--- src/skt_pkg.sv ---
package skt_pkg;

  // fixed field widths
  localparam int OP_W     = 2;
  localparam int KEY_W    = 32;
  localparam int PL_W     = 32;
  localparam int STATUS_W = 2;
  localparam int OCC_W    = 8;

  // table size default and merge group size
  localparam int DEPTH_DEFAULT = 128;
  localparam int GROUP         = 16;

  // operation codes, code three acts as a lookup
  typedef enum logic [OP_W-1:0] {
    OP_INSERT = 2'd0,
    OP_REMOVE = 2'd1,
    OP_LOOKUP = 2'd2
  } skt_op_t;

  // result status codes
  typedef enum logic [STATUS_W-1:0] {
    ST_DONE    = 2'd0,
    ST_PRESENT = 2'd1,
    ST_MISSING = 2'd2,
    ST_FULL    = 2'd3
  } skt_status_t;

  // controller states
  typedef enum logic [1:0] {
    S_IDLE,
    S_CMP,
    S_MERGE,
    S_APPLY
  } skt_state_t;

  // controller to datapath commands
  typedef struct packed {
    logic capture;
    logic cmp_en;
    logic merge_en;
    logic apply_en;
  } skt_cmd_t;

endpackage

--- src/skt_ctrl.sv ---
module skt_ctrl (
  input  logic              clk,
  input  logic              rst,
  input  logic              cmd_valid,
  output logic              cmd_ready,
  output logic              rsp_valid,
  input  logic              rsp_ready,
  output skt_pkg::skt_cmd_t dp_cmd
);
  import skt_pkg::*;

  skt_state_t state, state_next;
  logic       rsp_valid_next;

  // state and response valid registers
  always_ff @(posedge clk) begin
    if (rst) begin
      state     <= S_IDLE;
      rsp_valid <= 1'b0;
    end else begin
      state     <= state_next;
      rsp_valid <= rsp_valid_next;
    end
  end

  // next state and commands
  always_comb begin
    state_next     = state;
    dp_cmd         = '0;
    cmd_ready      = 1'b0;
    rsp_valid_next = rsp_valid && !rsp_ready;
    case (state)
      S_IDLE: begin
        // no word is taken while reset is held
        cmd_ready = !rst;
        if (cmd_valid && !rst) begin
          dp_cmd.capture = 1'b1;
          state_next     = S_CMP;
        end
      end
      S_CMP: begin
        dp_cmd.cmp_en = 1'b1;
        state_next    = S_MERGE;
      end
      S_MERGE: begin
        dp_cmd.merge_en = 1'b1;
        state_next      = S_APPLY;
      end
      S_APPLY: begin
        // hold while the previous word still waits
        if (!rsp_valid || rsp_ready) begin
          dp_cmd.apply_en = 1'b1;
          rsp_valid_next  = 1'b1;
          state_next      = S_IDLE;
        end
      end
      default: begin
        state_next = S_IDLE;
      end
    endcase
  end

endmodule

--- config.mk ---
export PLATFORM = sky130hd
export DESIGN_NAME = skt_ctrl
export DESIGN_NICKNAME = d
export VERILOG_FILES = /design/src/skt_pkg.sv /design/src/skt_ctrl.sv
export SDC_FILE = /design/constraint.sdc
export NUM_CORES = 1
export LEC_CHECK = 0
export BUFFER_PORTS_ARGS = -buffer_cell sky130_fd_sc_hd__buf_2
export CAP_MARGIN = 20
export CELL_PAD_IN_SITES_DETAIL_PLACEMENT = 0
export CELL_PAD_IN_SITES_GLOBAL_PLACEMENT = 1
export CORE_AREA = 2 2 39 41
export CTS_CLUSTER_SIZE = 16
export DETAILED_ROUTE_END_ITERATION = 8
export DIE_AREA = 0 0 41 43
export GPL_ROUTABILITY_DRIVEN = 1
export GPL_TIMING_DRIVEN = 0
export PLACE_DENSITY_LB_ADDON = 0.1
export SYNTH_ARGS = -nofsm -noshare
export SYNTH_HDL_FRONTEND = slang
export SYNTH_SLANG_ARGS = --single-unit
export TNS_END_PERCENT = 50
--- constraint.sdc ---
create_clock -name clk -period 1.6 [get_ports clk]
set_clock_uncertainty 0.15 [all_clocks]
set_input_delay 0.08 -clock clk [delete_from_list [all_inputs] [get_ports clk]]
set_output_delay 0.08 -clock clk [all_outputs]
set_load 0.02 [all_outputs]
==> results.py <==
metrics = {
    "routing": {
        "wl_per_cell_um": 8.54,
        "postRouteAntennaNets": 0,
        "firstDrtPassIters": 2,
        "viasPerCell": 3.80,
        "drt_iter0_markers": 2,
        "drc": 0,
        "dr_total_vias": 205,
        "postRouteWirelength_um": 461,
    },
    "clocking": {
        "clock_latency_ns": 0.23,
        "cts_buffer_depth": 2,
        "cts_root_buf": "clkbuf_4",
        "htree_levels": 1,
        "cts_tree": "yes",
        "clk_pin_slew_ns": 0.04,
        "cts.sink_count": 3,
        "numCtsBuffers": 3,
        "cts_setup_buffers": 0,
    },
    "floorplanning": {
        "core_area_um2": 1380,
        "dieWidth_um": 41,
        "fp-row-count": 14,
        "pin_count": 10,
        "start_util_pct": 19.0,
        "dieArea_um2": 1760,
        "die_y_um": 43,
    },
    "worst_setup_path": {
        "reg2reg_from": "state[1]",
        "worstPathCellList": "inv_1 > ha_4 > nor2b_1 > and2_1 > buf_2",
        "worstPathArrival_ns": 1.28,
        "worstSetupPathType": "reg -> out",
        "cp-start-kind": "register",
        "worst_path_largest_cell_delay_ns": 0.35,
        "startpoint": "state[1]",
        "crit_path_end_kind": "primary output",
        "crit_fanout": 4,
        "crit_family": "flip-flops",
        "cp.buffers_inverters": 2,
        "required_ns": 1.37,
        "slowest_stage": "dfxtp_2",
    },
    "logic_synthesis": {
        "netlist_area_um2": 263,
        "synth_area_per_cell_um2": 10.9,
        "synth-seq-area-share_pct": 22.9,
        "ys_ff_latch": 3,
        "syn-num-nets": 33,
        "netlist_instances": 24,
        "yosys_warnings": 0,
        "ys_types": 12,
    },
    "timing": {
        "timing.setup.tns_ns": 0,
        "relSlewSlack_pct": 91.3,
        "period_needed_ns": 1.51,
        "rsz0062_at_grt": "false",
        "setup_viol": 0,
        "finalHoldViolCount": 0,
        "drv_slew": 0,
        "fin_crit_sh_pct": 94.6,
        "timing.hold.ws_ns": 0.0284,
        "worst_pin_slew_ns": 0.127,
        "max_freq_ghz": 0.661,
    },
    "cells_and_area": {
        "regArea_um2": 62.6,
        "area_growth_pct": 44.3,
        "nets": 48,
        "layout_common_cells": "9 x buf_2, 4 x ha_1, 3 x nand2b_2, 3 x clkbuf_4",
        "drive_above_1_share_pct": 57.9,
        "antenna_cells": 0,
        "fill_cells": 154,
        "final_common_cell": "buf_2",
        "multi_input_area_um2": 208,
    },
    "global_routing": {
        "grt_pass1_wl_um": 738,
        "grt_overflow": 0,
        "grt_pass1_vias": 195,
        "globalRouteTotalUtil_pct": 6.81,
        "antenna_found_initial": 0,
        "grt_start_max_net_pins": 8,
    },
    "power": {
        "p_leak_nw": 0.180,
        "vdd_drop_max_mv": 0.391,
        "power.density_nw_per_um2": 1720,
    },
    "placed_design": {
        "numPortBuffers": 9,
        "gp_congestion": 0.664,
        "post-dp-hpwl_um": 408,
    },
    "min_path": {
        "holdCritStartpoint": "rsp_ready",
        "hold_path.class": "in -> reg",
    },
    "job": {
        "cap_viol_max_count": 0,
    },
    "run_status": {
        "status": "completed",
    },
}
sequential cells by signal, summed over array words and instances, names as in the netlist:
| register | count |
|---|---|
| state | 2 |
| rsp_valid | 1 |
cells by family (layout without fill, tap and decap cells):
family | Yosys count | count (layout) | share of synthesized area, %
flip-flops | 3 | 3 | 22.9
buffers and inverters | 2 | 16 | 2.86
AO/OA/AOI/OAI | 2 | 2 | 12.4
multiplexers | 2 | 2 | 7.62
AND/OR/NAND/NOR | 10 | 10 | 30.5
adder cells (fa/ha/maj) | 5 | 5 | 23.8
per-stage QoR:
step / setup slack [ns] / power (mW) / cells / util [%] / area (um2)
after floorplan: 0.0693 / 0.408 / 24 / - / 263
after global placement: 0.189 / 0.482 / 49 / 23.7 / 328
after detailed placement: 0.166 / 0.492 / 49 / 23.7 / 328
after CTS: 0.0374 / 0.644 / 54 / 26.7 / 369
after global routing: 0.00243 / 0.717 / 54 / 27.4 / 379
final: 0.0871 / 0.653 / 54 / 27.4 / 379
cell type report:
cell class | instances | area share (%)
Multi-Input combinational cell | 19 | 54.8
Inverter | 2 | 1.98
Timing Repair Buffer | 10 | 14.5
Clock buffer | 4 | 6.93
Tap cell | 16 | 5.28
Sequential cell | 3 | 16.5
routing by layer:
metal	part of all wire (%)	track usage [%]	vias to the layer above	routed length [um]
li1	-	-	106	-
met1	39	6.07	88	182
met2	51	9.69	11	237
met3	8.9	4.71	0	41
met4	0	6.00	0	0
met5	0	0	-	0
synthesized netlist by cell type:
cell type	number	area share, %
o21bai_2	1	4.3
dfxtp_1	3	23
nor2_1	2	2.9
nand2b_4	1	5.2
and2_1	1	2.4
mux2i_1	2	7.6
a22oi_4	1	8.1
nor2b_1	2	4.8
ha_1	5	24
nand2b_2	3	10
inv_1	2	2.9
nor2b_4	1	5.2
power breakdown:
| part | internal, mW | switching (mW) |
|---|---|---|
| clock | 0.0934 | 0.0383 |
| sequential | 0.108 | 0.0321 |
| combinational | 0.182 | 0.199 |
| total | 0.384 | 0.269 |
tightest hold or removal path, stage by stage:
cell	delay (ns)
buf_2	0.10
nor2b_4	0.05
nor2_1	0.09
nor2_1	0.05
what timing repair did:
action,in CTS,in global routing
cloned,0,0
hold buffers,1,0
setup endpoints to repair,1,1
pin swaps,0,1
endpoints found under the hold margin,1,0
gates resized for setup,3,1
final timing paths:
path	slack, ns	endpoint	cells after the start
worst max register to register	0.36	state[0]	4
worst min register to register	0.34	state[1]	2
worst min-delay path	0.03	rsp_valid	4
worst max-delay path	0.09	dp_cmd[3]	5
Power figures use the tool's default switching activity.
